File: src/hw/rtl/bbms_pkg.sv
// Shared types and constants for the bzip2 block marker scanner.
`timescale 1ns / 1ps
`default_nettype none
package bbms_pkg;

  localparam logic [47:0] MAGIC_BLOCK = 48'h3141_5926_5359;
  localparam logic [47:0] MAGIC_END   = 48'h1772_4538_5090;
  localparam int unsigned MARKER_LAG  = 49;
  localparam int unsigned SIZE_BIAS   = 88;
  localparam logic [15:0] MAX_BLOCKS  = 16'd50000;

  localparam logic [31:0] DEFAULT_MAX_BLOCK_BITS = 32'd8192000;
  localparam logic [15:0] DEFAULT_MIN_BLOCK_BITS = 16'd130;

  // Configuration register indexes.
  localparam logic REG_MAX_BLOCK_BITS = 1'b0;
  localparam logic REG_MIN_BLOCK_BITS = 1'b1;

  // Result kinds.
  localparam logic [1:0] KIND_BLOCK  = 2'd0;
  localparam logic [1:0] KIND_ACCEPT = 2'd1;
  localparam logic [1:0] KIND_REJECT = 2'd2;

  typedef struct packed {
    logic [7:0] data_byte;
    logic       end_of_data;
  } in_req_t;

  typedef struct packed {
    logic [1:0]  result_kind;
    logic [39:0] block_start_bit;
    logic [39:0] block_end_bit;
    logic [36:0] image_bytes;
    logic        last;
  } out_req_t;

  typedef enum logic [1:0] {
    OP_BYTE = 2'b01,
    OP_END  = 2'b10
  } op_t;

  typedef struct packed {
    op_t        op;
    logic [7:0] data_byte;
  } cmd_t;

  // Up to two results produced by one byte, first one always valid.
  typedef struct packed {
    logic     two;
    out_req_t first;
    out_req_t second;
  } pair_t;

  typedef struct packed {
    logic [31:0] max_block_bits;
    logic [15:0] min_block_bits;
  } cfg_t;

endpackage
`default_nettype wire

File: src/hw/rtl/bbms_fifo.sv
// Small register queue with registered head, used between the scanner stages.
`timescale 1ns / 1ps
`default_nettype none
module bbms_fifo #(
  parameter int WIDTH = 8,
  parameter int DEPTH = 2
) (
  input  logic             clk,
  input  logic             rst,
  input  logic             push,
  input  logic [WIDTH-1:0] push_data,
  output logic             full,
  input  logic             pop,
  output logic [WIDTH-1:0] pop_data,
  output logic             empty
);
  localparam int AW = (DEPTH > 1) ? $clog2(DEPTH) : 1;
  localparam int CW = $clog2(DEPTH + 1);

  logic [WIDTH-1:0] mem [DEPTH];
  logic [AW-1:0]    rd_ptr;
  logic [AW-1:0]    wr_ptr;
  logic [CW-1:0]    count;
  logic             do_push;
  logic             do_pop;

  assign full     = (count == CW'(DEPTH));
  assign empty    = (count == '0);
  assign do_push  = push && !full;
  assign do_pop   = pop && !empty;
  assign pop_data = mem[rd_ptr];

  always_ff @(posedge clk) begin
    if (do_push) begin
      mem[wr_ptr] <= push_data;
    end
  end

  always_ff @(posedge clk) begin
    if (rst) begin
      rd_ptr <= '0;
      wr_ptr <= '0;
      count  <= '0;
    end else begin
      if (do_push) begin
        wr_ptr <= (wr_ptr == AW'(DEPTH - 1)) ? '0 : wr_ptr + AW'(1);
      end
      if (do_pop) begin
        rd_ptr <= (rd_ptr == AW'(DEPTH - 1)) ? '0 : rd_ptr + AW'(1);
      end
      if (do_push && !do_pop) begin
        count <= count + CW'(1);
      end else if (do_pop && !do_push) begin
        count <= count - CW'(1);
      end
    end
  end

endmodule
`default_nettype wire

File: src/hw/rtl/bbms_front.sv
// Front end: takes byte requests, classifies them and queues commands.
`timescale 1ns / 1ps
`default_nettype none
module bbms_front (
  input  logic              clk,
  input  logic              rst,
  input  logic              byte_valid,
  output logic              byte_stall,
  input  bbms_pkg::in_req_t byte_req,
  output logic              cmd_valid,
  input  logic              cmd_pop,
  output bbms_pkg::cmd_t    cmd
);
  import bbms_pkg::*;

  cmd_t cmd_in;
  logic full;
  logic empty;

  always_comb begin
    cmd_in.op        = byte_req.end_of_data ? OP_END : OP_BYTE;
    cmd_in.data_byte = byte_req.data_byte;
  end

  assign byte_stall = full;
  assign cmd_valid  = !empty;

  bbms_fifo #(
    .WIDTH($bits(cmd_t)),
    .DEPTH(2)
  ) u_cmd_q (
    .clk      (clk),
    .rst      (rst),
    .push     (byte_valid),
    .push_data(cmd_in),
    .full     (full),
    .pop      (cmd_pop),
    .pop_data (cmd),
    .empty    (empty)
  );

endmodule
`default_nettype wire

File: src/hw/rtl/bbms_core.sv
// Back end: advances the bit window by one byte a cycle while the pair queue has room, and builds results.
`timescale 1ns / 1ps
`default_nettype none
module bbms_core #(
  parameter int POSITION_BITS = 40
) (
  input  logic            clk,
  input  logic            rst,
  input  bbms_pkg::cfg_t  cfg,
  input  logic            cmd_valid,
  input  bbms_pkg::cmd_t  cmd,
  output logic            cmd_pop,
  input  logic            pair_ready,
  output logic            pair_push,
  output bbms_pkg::pair_t pair
);
  import bbms_pkg::*;

  localparam int P  = POSITION_BITS;
  localparam int SW = (P < 64) ? P + 1 : 64;

  logic [47:0]  win;
  logic [P-1:0] cnt;
  logic [P-1:0] bstart;
  logic [P-1:0] lpos;
  logic [15:0]  mcnt;

  logic [47:0]  win_next;
  logic [P-1:0] cnt_next;
  logic [P-1:0] bstart_next;
  logic [P-1:0] lpos_next;
  logic [15:0]  mcnt_next;

  // Per-bit views of the byte: entry i is the state after bit i+1.
  logic [55:0]  ext;
  logic [P-1:0] cnt_k  [8];
  logic [P-1:0] dist_k [8];
  logic [47:0]  win_k  [8];
  logic         over_k [8];
  logic         match_k[8];

  logic         found;
  logic         ev_over;
  logic [2:0]   ev_idx;
  logic [P-1:0] cnt_m;
  logic [P-1:0] pos;
  logic [SW-1:0] sum_last;
  logic [SW-1:0] sum_pos;

  logic     have_report;
  logic     have_verdict;
  logic     accept;
  logic     size_from_pos;
  logic     clear;
  out_req_t report_res;
  out_req_t verdict_res;

  assign ext     = {win, cmd.data_byte};
  assign cmd_pop = cmd_valid && pair_ready;

  always_comb begin
    for (int i = 0; i < 8; i++) begin
      cnt_k[i]   = cnt + P'(i + 1);
      dist_k[i]  = cnt_k[i] - bstart;
      over_k[i]  = dist_k[i] > P'(cfg.max_block_bits);
      win_k[i]   = ext[54-i -: 48];
      match_k[i] = (win_k[i] == MAGIC_BLOCK) || (win_k[i] == MAGIC_END);
    end
  end

  // The earliest bit that either runs past the length limit or completes a marker.
  always_comb begin
    found   = 1'b0;
    ev_over = 1'b0;
    ev_idx  = '0;
    for (int i = 7; i >= 0; i--) begin
      if (over_k[i] || match_k[i]) begin
        found   = 1'b1;
        ev_over = over_k[i];
        ev_idx  = 3'(i);
      end
    end
  end

  always_comb begin
    cnt_m    = cnt_k[ev_idx];
    pos      = (cnt_m > P'(MARKER_LAG)) ? cnt_m - P'(MARKER_LAG) : '0;
    sum_last = SW'(lpos) + SW'(SIZE_BIAS);
    sum_pos  = SW'(pos) + SW'(SIZE_BIAS);
  end

  always_comb begin
    report_res                 = '0;
    report_res.result_kind     = KIND_BLOCK;
    report_res.block_start_bit = 40'(bstart);
    report_res.block_end_bit   = 40'(pos);
  end

  always_comb begin
    win_next      = win;
    cnt_next      = cnt;
    bstart_next   = bstart;
    lpos_next     = lpos;
    mcnt_next     = mcnt;
    have_report   = 1'b0;
    have_verdict  = 1'b0;
    accept        = 1'b0;
    size_from_pos = 1'b0;
    clear         = 1'b0;
    if (cmd_pop) begin
      case (cmd.op)
        OP_END: begin
          have_verdict = 1'b1;
          accept       = over_k[0] ? (mcnt >= 16'd1) : (mcnt >= 16'd2);
          clear        = 1'b1;
        end
        OP_BYTE: begin
          if (!found) begin
            win_next = win_k[7];
            cnt_next = cnt_k[7];
          end else if (ev_over) begin
            have_verdict = 1'b1;
            accept       = (mcnt >= 16'd1);
            clear        = 1'b1;
          end else begin
            have_report = (mcnt != '0) &&
                          ((pos - bstart) >= P'(cfg.min_block_bits));
            if (mcnt >= MAX_BLOCKS) begin
              have_verdict = 1'b1;
              clear        = 1'b1;
            end else if (32'(3'd7 - ev_idx) > cfg.max_block_bits) begin
              // The fresh block already runs too long before the byte ends.
              have_verdict  = 1'b1;
              accept        = 1'b1;
              size_from_pos = 1'b1;
              clear         = 1'b1;
            end else begin
              win_next    = win_k[7];
              cnt_next    = cnt_k[7];
              bstart_next = cnt_m;
              lpos_next   = pos;
              mcnt_next   = mcnt + 16'd1;
            end
          end
        end
        default: begin
        end
      endcase
    end
    if (clear) begin
      win_next    = '0;
      cnt_next    = '0;
      bstart_next = '0;
      lpos_next   = '0;
      mcnt_next   = '0;
    end
  end

  always_comb begin
    verdict_res = '0;
    if (accept) begin
      verdict_res.result_kind = KIND_ACCEPT;
      verdict_res.image_bytes = size_from_pos ? 37'(sum_pos >> 3) : 37'(sum_last >> 3);
    end else begin
      verdict_res.result_kind = KIND_REJECT;
    end
  end

  always_comb begin
    pair      = '0;
    pair_push = have_report || have_verdict;
    if (have_report) begin
      pair.first = report_res;
      if (have_verdict) begin
        pair.two         = 1'b1;
        pair.second      = verdict_res;
        pair.second.last = 1'b1;
      end else begin
        pair.first.last = 1'b1;
      end
    end else begin
      pair.first      = verdict_res;
      pair.first.last = 1'b1;
    end
  end

  always_ff @(posedge clk) begin
    if (rst) begin
      win    <= '0;
      cnt    <= '0;
      bstart <= '0;
      lpos   <= '0;
      mcnt   <= '0;
    end else begin
      win    <= win_next;
      cnt    <= cnt_next;
      bstart <= bstart_next;
      lpos   <= lpos_next;
      mcnt   <= mcnt_next;
    end
  end

endmodule
`default_nettype wire

File: src/hw/rtl/bbms_emit.sv
// Output stage: queues result pairs and hands them out one request at a time.
`timescale 1ns / 1ps
`default_nettype none
module bbms_emit (
  input  logic               clk,
  input  logic               rst,
  input  logic               pair_push,
  input  bbms_pkg::pair_t    pair,
  output logic               pair_ready,
  output logic               result_valid,
  input  logic               result_stall,
  output bbms_pkg::out_req_t result_req
);
  import bbms_pkg::*;

  pair_t head;
  logic  full;
  logic  empty;
  logic  second;
  logic  second_next;
  logic  take;
  logic  pop;

  assign pair_ready   = !full;
  assign result_valid = !empty;
  assign result_req   = second ? head.second : head.first;
  assign take         = result_valid && !result_stall;
  assign pop          = take && (second || !head.two);

  always_comb begin
    second_next = second;
    if (take) begin
      second_next = !second && head.two;
    end
  end

  always_ff @(posedge clk) begin
    if (rst) begin
      second <= 1'b0;
    end else begin
      second <= second_next;
    end
  end

  bbms_fifo #(
    .WIDTH($bits(pair_t)),
    .DEPTH(2)
  ) u_pair_q (
    .clk      (clk),
    .rst      (rst),
    .push     (pair_push),
    .push_data(pair),
    .full     (full),
    .pop      (pop),
    .pop_data (head),
    .empty    (empty)
  );

endmodule
`default_nettype wire

File: src/hw/rtl/bzip2_block_marker_scanner.sv
// A byte request is held in the command queue, and its results are registered in the pair queue before they are taken.
// Throughput: one byte per cycle while no stall holds the flow; a byte that yields two results hands them out in turn.
// The rate is set by the one-byte-per-cycle scan stage, which steps all eight bits at once.
// Reset (rst, synchronous, active high) empties both queues, zeroes the scan state
// and restores max_block_bits to 8192000 and min_block_bits to 130.
`timescale 1ns / 1ps
`default_nettype none
module bzip2_block_marker_scanner #(
  parameter int POSITION_BITS = 40
) (
  input  logic               clk,
  input  logic               rst,
  input  logic               byte_valid,
  output logic               byte_stall,
  input  bbms_pkg::in_req_t  byte_req,
  output logic               result_valid,
  input  logic               result_stall,
  output bbms_pkg::out_req_t result_req,
  input  logic               cfg_write,
  input  logic               cfg_index,
  input  logic [31:0]        cfg_data
);
  import bbms_pkg::*;

  cfg_t  cfg;
  cmd_t  cmd;
  pair_t pair;
  logic  cmd_valid;
  logic  cmd_pop;
  logic  pair_ready;
  logic  pair_push;

  always_ff @(posedge clk) begin
    if (rst) begin
      cfg.max_block_bits <= DEFAULT_MAX_BLOCK_BITS;
      cfg.min_block_bits <= DEFAULT_MIN_BLOCK_BITS;
    end else if (cfg_write) begin
      case (cfg_index)
        REG_MAX_BLOCK_BITS: cfg.max_block_bits <= cfg_data;
        REG_MIN_BLOCK_BITS: cfg.min_block_bits <= cfg_data[15:0];
        default: begin
        end
      endcase
    end
  end

  bbms_front u_front (
    .clk       (clk),
    .rst       (rst),
    .byte_valid(byte_valid),
    .byte_stall(byte_stall),
    .byte_req  (byte_req),
    .cmd_valid (cmd_valid),
    .cmd_pop   (cmd_pop),
    .cmd       (cmd)
  );

  bbms_core #(
    .POSITION_BITS(POSITION_BITS)
  ) u_core (
    .clk       (clk),
    .rst       (rst),
    .cfg       (cfg),
    .cmd_valid (cmd_valid),
    .cmd       (cmd),
    .cmd_pop   (cmd_pop),
    .pair_ready(pair_ready),
    .pair_push (pair_push),
    .pair      (pair)
  );

  bbms_emit u_emit (
    .clk         (clk),
    .rst         (rst),
    .pair_push   (pair_push),
    .pair        (pair),
    .pair_ready  (pair_ready),
    .result_valid(result_valid),
    .result_stall(result_stall),
    .result_req  (result_req)
  );

`ifndef SYNTHESIS
  // The second half of a two-result pair is ready right after the first is taken.
  a_pair_follows: assert property (@(posedge clk) disable iff (rst)
    result_valid && !result_stall && !result_req.last |=> result_valid)
    else $error("second result of a pair missing");

  // Only a block report can be followed by another result of the same byte.
  a_first_is_block: assert property (@(posedge clk) disable iff (rst)
    result_valid && !result_req.last |-> result_req.result_kind == KIND_BLOCK)
    else $error("non-final result is not a block report");

  // A verdict always ends the results of its byte.
  a_verdict_last: assert property (@(posedge clk) disable iff (rst)
    pair_push && pair.two |-> pair.second.result_kind != KIND_BLOCK)
    else $error("block report placed after another result");
`endif

endmodule
`default_nettype wire
File: config.mk
export PLATFORM = sky130hd
export DESIGN_NAME = bzip2_block_marker_scanner
export DESIGN_NICKNAME = d
export VERILOG_FILES = /design/src/hw/rtl/bbms_pkg.sv /design/src/hw/rtl/bbms_fifo.sv /design/src/hw/rtl/bbms_front.sv /design/src/hw/rtl/bbms_core.sv /design/src/hw/rtl/bbms_emit.sv /design/src/hw/rtl/bzip2_block_marker_scanner.sv
export SDC_FILE = /design/constraint.sdc
export NUM_CORES = 2
export LEC_CHECK = 0
export BUFFER_PORTS_ARGS = -buffer_cell sky130_fd_sc_hd__buf_2
export CAP_MARGIN = 20
export CORE_MARGIN = 4
export CORE_UTILIZATION = 40
export CTS_BUF_LIST = sky130_fd_sc_hd__clkbuf_4 sky130_fd_sc_hd__clkbuf_8 sky130_fd_sc_hd__clkbuf_16
export DETAILED_ROUTE_END_ITERATION = 10
export GPL_TIMING_DRIVEN = 1
export HOLD_SLACK_MARGIN = 0.03
export RECOVER_POWER = 25
export SLEW_MARGIN = 15
export SYNTH_ARGS = -nofsm -noshare
export SYNTH_HDL_FRONTEND = slang
export SYNTH_HIERARCHICAL = 1
export SYNTH_SLANG_ARGS = --single-unit
export TNS_END_PERCENT = 50
File: constraint.sdc
create_clock -name clk -period 30.5 [get_ports clk]
set_input_delay 6.1 -clock clk [delete_from_list [all_inputs] [get_ports clk]]
set_output_delay 6.1 -clock clk [all_outputs]
set_load 0.01 [all_outputs]
Word-level counts from Yosys, hierarchy flattened. Memory sizes are Yosys's and may differ from the RTL's. A register that Yosys moved wholly into a read port is not among the register bits. Cells that the tools add are included. W data, S select, Z words.

Latch bits: 0. Logic and storage cells: 224. Register bits: 240. Memory bits (read-only): 0. Memories: 2. Output and inout bits: 122. Memory bits (writable): 502.

Div/mod/pow operators: 0. Bitwise operators: 5. Mux-type cells: 83. Eq/ne operators: 23. $add $sub $neg: 30. Reductions and logical operators: 52. Order comparisons: 15. Shift operators: 0. $mul: 0.

Memory list: u_emit.u_pair_q.mem (words 2, width 241, read ports 1, clocked after Yosys merged registers in 1, write ports 1, line bbms_fifo.sv:20) `logic [WIDTH-1:0] mem [DEPTH];`; u_front.u_cmd_q.mem (words 2, width 10, read ports 1, clocked after Yosys merged registers in 1, write ports 1, line bbms_fifo.sv:20).

Operators with widths (count): $mux W120 (4); $eq A48 B45 Y1 const B (8); $eq A48 B46 Y1 const B (8); $sub A40 B40 Y40 (9); $gt A40 B32 Y1 (8); $mux W40 (7); $mux W47 (4); $add A40 B3 Y40 const B (4); $bmux W40 S3 (1); $add A40 B2 Y40 const B (2); $add A40 B7 Y40 const B (2); $mux W37 (2); $mux W1 (49); $add A40 B1 Y40 const B (1); $add A40 B4 Y40 const B (1); $ge A40 B16 Y1 (1); $gt A40 B6 Y1 const B (1); $sub A40 B6 Y40 const B (1); $gt A32 B32 Y1 (1); $mux W3 (8); $logic_or A1 B1 Y1 (18); $add A16 B1 Y16 const B (1); $ge A16 B1 Y1 const B (1); $ge A16 B16 Y1 const B (1); other kinds (22) (65).

Longest topological paths before layout.
Word-level depth: 31. Depth in mapped cells: 85.

Cells and area by module. The synthesis kept the hierarchy.

By module, submodules not included: bbms_core (area each 32990.4 um^2, times used 1, cells an instance 4744); bbms_fifo at u_emit.u_pair_q (area each 18388.9 um^2, times used 1, cells an instance 775); bzip2_block_marker_scanner (area each 2023.2 um^2, times used 1, cells an instance 193); bbms_emit (area each 1503.9 um^2, times used 1, cells an instance 142); bbms_fifo at u_front.u_cmd_q (area each 935.9 um^2, times used 1, cells an instance 56); bbms_front (area each 7.5 um^2, times used 1, cells an instance 2).

Worst setup path after synthesis. No wires, ideal clock.

Path type: register to register. Start point: register u_core.cnt[3]. End point: memory u_emit/u_pair_q/mem[1][0] (netlist name), enable pin. Stages on the path, launching flop included: 74. Clock period less this slack: 20005 ps. Required time: 29867 ps. Setup slack: 10495 ps. Arrival: 19372 ps. Path buffers: 10. Library setup time: 633 ps. Cell sequence: dfxtp_1 ha_1 nand3_1 nor2_2 and3_1 clkbuf_1 nand3_1 or3_1 clkbuf_1 or2_2 xor2_1 inv_1 ha_1 nand2_1 nor2_1 o21ai_0 o31ai_1 or2_2 [... 38 more ...] a2111oi_0 o31ai_1 o41a_1 a21boi_0 a21oi_1 a31oi_1 a21oi_1 nand4_1 o211ai_1 nor4_1 o21ai_0 mux2_2 o311ai_1 clkbuf_1 nand2b_1 inv_1 nor2_1 and2_1.

RTL lines: start: declaration (line bbms_core.sv:23) `logic [P-1:0] cnt;`; start signal: assignment (line bbms_core.sv:196) `cnt <= cnt_next;`; end: declaration (line bbms_fifo.sv:20).

==> impl_metrics.json <==
{
  "vias": 46655,
  "setup_viol": 0,
  "via_per_inst": 5.923,
  "endpoint_kind": "flip-flop",
  "num_rows": 136,
  "final_cell_area_um2": 60580,
  "rr_startpoint": "u_core/cnt[4]",
  "fp.dieW_um": 381.7,
  "synth_top_cells_by_count": "502 x edfxtp_1, 497 x nand2_1, 489 x nor2_1, 443 x a21oi_1, 404 x ha_1",
  "grtUsageMet3_pct": 3.763,
  "clk_latency_ps": 710,
  "netlist.top_cell.by_area": "edfxtp_1",
  "num-nets-final": 6396,
  "min_period_ps": 20910,
  "synth.most_common_cell": "edfxtp_1",
  "cpMostUsedCell": "ha_1",
  "r2r_slack_ps": 9590,
  "wirelength_mm": 215.9,
  "status": "complete, but fails checks",
  "grt_pass1_wl_mm": 310.5,
  "post_cts_buffers": 0,
  "dpl_worst_slack_ps": 9814,
  "netlist_instances": 5912,
  "timing.final.ws_setup_ps": 9589,
  "grt_use_met1_pct": 37.96,
  "syn_to_final_growth_pct": 8.477,
  "async_reset_ff_share_pct": 0,
  "wl_per_cell_um": 27.41,
  "io_buffers": 168,
  "grt_overflow": 0,
  "cp_data_required_time_ps": 30800,
  "slew-limit-headroom_pct": -158.0,
  "grtUsageMet2_pct": 46.12,
  "path_class": "flip-flop to flip-flop",
  "synth_flop_cell": "edfxtp_1",
  "cp_max_fo": 66,
  "violations": "capacitance limit, slew limit",
  "final_core_util_pct": 43.85,
  "track_usage_pct": 28.49,
  "start_kind": "flip-flop",
  "placed_area_um2": 57930,
  "r2r_cells": 73,
  "rsz0062_at_grt": "false",
  "worst_slew_pin_slew_ps": 3870,
  "ys_seq_elements": 738,
  "first_pass_iters": 5,
  "drv_cap": 7,
  "yosysWarnings": 6,
  "dieArea_um2": 145700,
  "min_to": "u_core/bstart[27]",
  "chipHeight_um": 381.7,
  "synth_top_area_share_pct": 26.99,
  "antenna_found_initial": 3,
  "hp-start": "u_core/bstart[27]",
  "synth.avg_cell_area_um2": 9.447,
  "core-area_um2": 138200,
  "synth.distinct_cells": 122,
  "seq_area_frac_synth_pct": 35.45,
  "htreeDepth": 3,
  "start_util_pct": 40.42,
  "finalCritPeriodShare_pct": 68.56,
  "grt_pass1_vias": 44685,
  "finalWeightedCongestion": 1.048,
  "postCtsResizedCells": 0,
  "fmax_ghz": 0.04782,
  "clk_pin_slew_ps": 60,
  "synthTopCellsByArea": "edfxtp_1 27%, ha_1 9.1%, dfxtp_1 8.5%, mux2_4 5.1%, xnor2_1 4.1%",
  "worst_path_largest_cell_delay_ps": 770,
  "holdBufCountCts": 0,
  "grt.busiest_layer": "met2",
  "netlist_area_um2": 55850,
  "drt-initial-drc-count": 4629,
  "reg2reg_to": "u_emit/u_pair_q/mem[1][86]",
  "slowest_stage": "a2111oi_0",
  "hold_viol_final": 0,
  "ant_nets": 0,
  "cts.sinks": 738,
  "hold_depth": 2,
  "grt_max_degree": 115,
  "min_path_type": "flip-flop to flip-flop",
  "drive_gt1_share_pct": 13.05,
  "clockBufferDepth": 3,
  "cts_tree": "done",
  "crit_arrival_ps": 21210,
  "cts_buffers": 81,
  "fin_skew_ps": 61.86,
  "maxSlewViolCount": 342,
  "fin_tns_setup_ps": 0,
  "root_buffer": "clkbuf_16",
  "hpwl_mm": 167.1,
  "ioPinCount": 169,
  "fill_cells": 13542,
  "post-route-drc-count": 0,
  "synth-edff-count": 502
}
[per-stage QoR]
| stage | instances | hold WS (ps) |
|---|---|---|
| floorplan | 5991 | 429.4 |
| finish | 7877 | 448.0 |
| CTS | 7870 | 451.0 |
| detailed placement | 7720 | 443.3 |
| global route | 7873 | 465.2 |
| global placement | 7718 | 436.6 |
[registers in the layout, indices dropped and copies added, names as in the netlist, 2 cells and up, named ones only]
register,count
cfg,48
u_core/bstart,40
u_core/cnt,37
u_core/lpos,37
u_core/mcnt,16
u_core/win,47
u_emit/u_pair_q/count,2
u_emit/u_pair_q/mem,482
u_front/u_cmd_q/count,2
u_front/u_cmd_q/mem,20
[worst max-delay path by stage]
stage / startpoint / end / slack, ps / cells after the start
finish: u_core/cnt[4] / u_emit/u_pair_q/mem[1][86] / 9590 / 73
global route: u_core/cnt[4] / u_emit/u_pair_q/mem[1][86] / 8300 / 71
CTS: u_core/cnt[4] / u_emit/u_pair_q/mem[1][83] / 9750 / 70
detailed placement: u_core/cnt[4] / u_emit/u_pair_q/mem[1][167] / 9810 / 72
global placement: u_core/cnt[4] / u_emit/u_pair_q/mem[1][180] / 10020 / 73
floorplan: u_core/cnt[3] / u_emit/u_pair_q/mem[1][0] / 10500 / 73
[cell families (layout without fill, tap and decap cells)]
kind of cell | Yosys count | count (layout) | share of synthesized area (%)
other | 1 | 85 | 0.006714
muxes | 453 | 453 | 10.27
AOI/OAI and AO/OA | 1193 | 1193 | 13.61
xor gates and xnor gates | 462 | 462 | 7.245
adders and majority gates | 407 | 407 | 9.158
buffers and inverters | 584 | 602 | 5.204
DFF | 738 | 738 | 35.45
and+or+nand+nor | 2074 | 2074 | 19.06
[final cells by class]
class	instances	area [um^2]	area share, %
Antenna cell	5	12.51	0.02065
Clock buffer	112	2297	3.792
Clock inverter	38	441.7	0.7290
Inverter	188	713.2	1.177
Multi-Input combinational cell	4669	33490	55.28
Sequential cell	738	19800	32.69
Tap cell	1863	2331	3.848
Timing Repair Buffer	264	1493	2.464
[placed cells by master (no fill, tap or decap), types with 38 or more instances in the layout]
master     count
a21o_1       137
a21oi_1      443
and2_1        38
and3_1        43
buf_2        101
buf_4         87
clkbuf_1      73
clkbuf_16     81
conb_1        80
dfxtp_1      235
edfxtp_1     502
ha_1         404
inv_1        184
mux2_1        56
mux2_2       144
mux2_4       190
mux2i_1       63
nand2_1      497
nand2b_1     102
nand3_1      124
nand4_1      175
nor2_1       489
nor2b_1       56
nor3_1       182
nor4_1        99
o211ai_1      38
o21a_1        41
o21ai_0      216
or3_1         45
xnor2_1      260
xor2_1       202
[worst max-delay path: cells and delay by family (launching register included)]
family	cells	cell delay (ps)
buffers and inverters	8	2270
XOR/XNOR	3	650
flip-flops	1	580
adder cells (fa/ha/maj)	8	2610
AO/OA/AOI/OAI	25	6800
AND/OR/NAND/NOR	29	7480
[layer usage]
layer / vias up / share of wire (%)
met5: - / 0
met3: 424 / 6.3
met1: 22714 / 43
met4: 0 / 5.3
met2: 1916 / 46
li1: 21601 / -
Power is not shown: default switching activity piles up to over one toggle a cycle in this logic, so the estimate is an artifact.
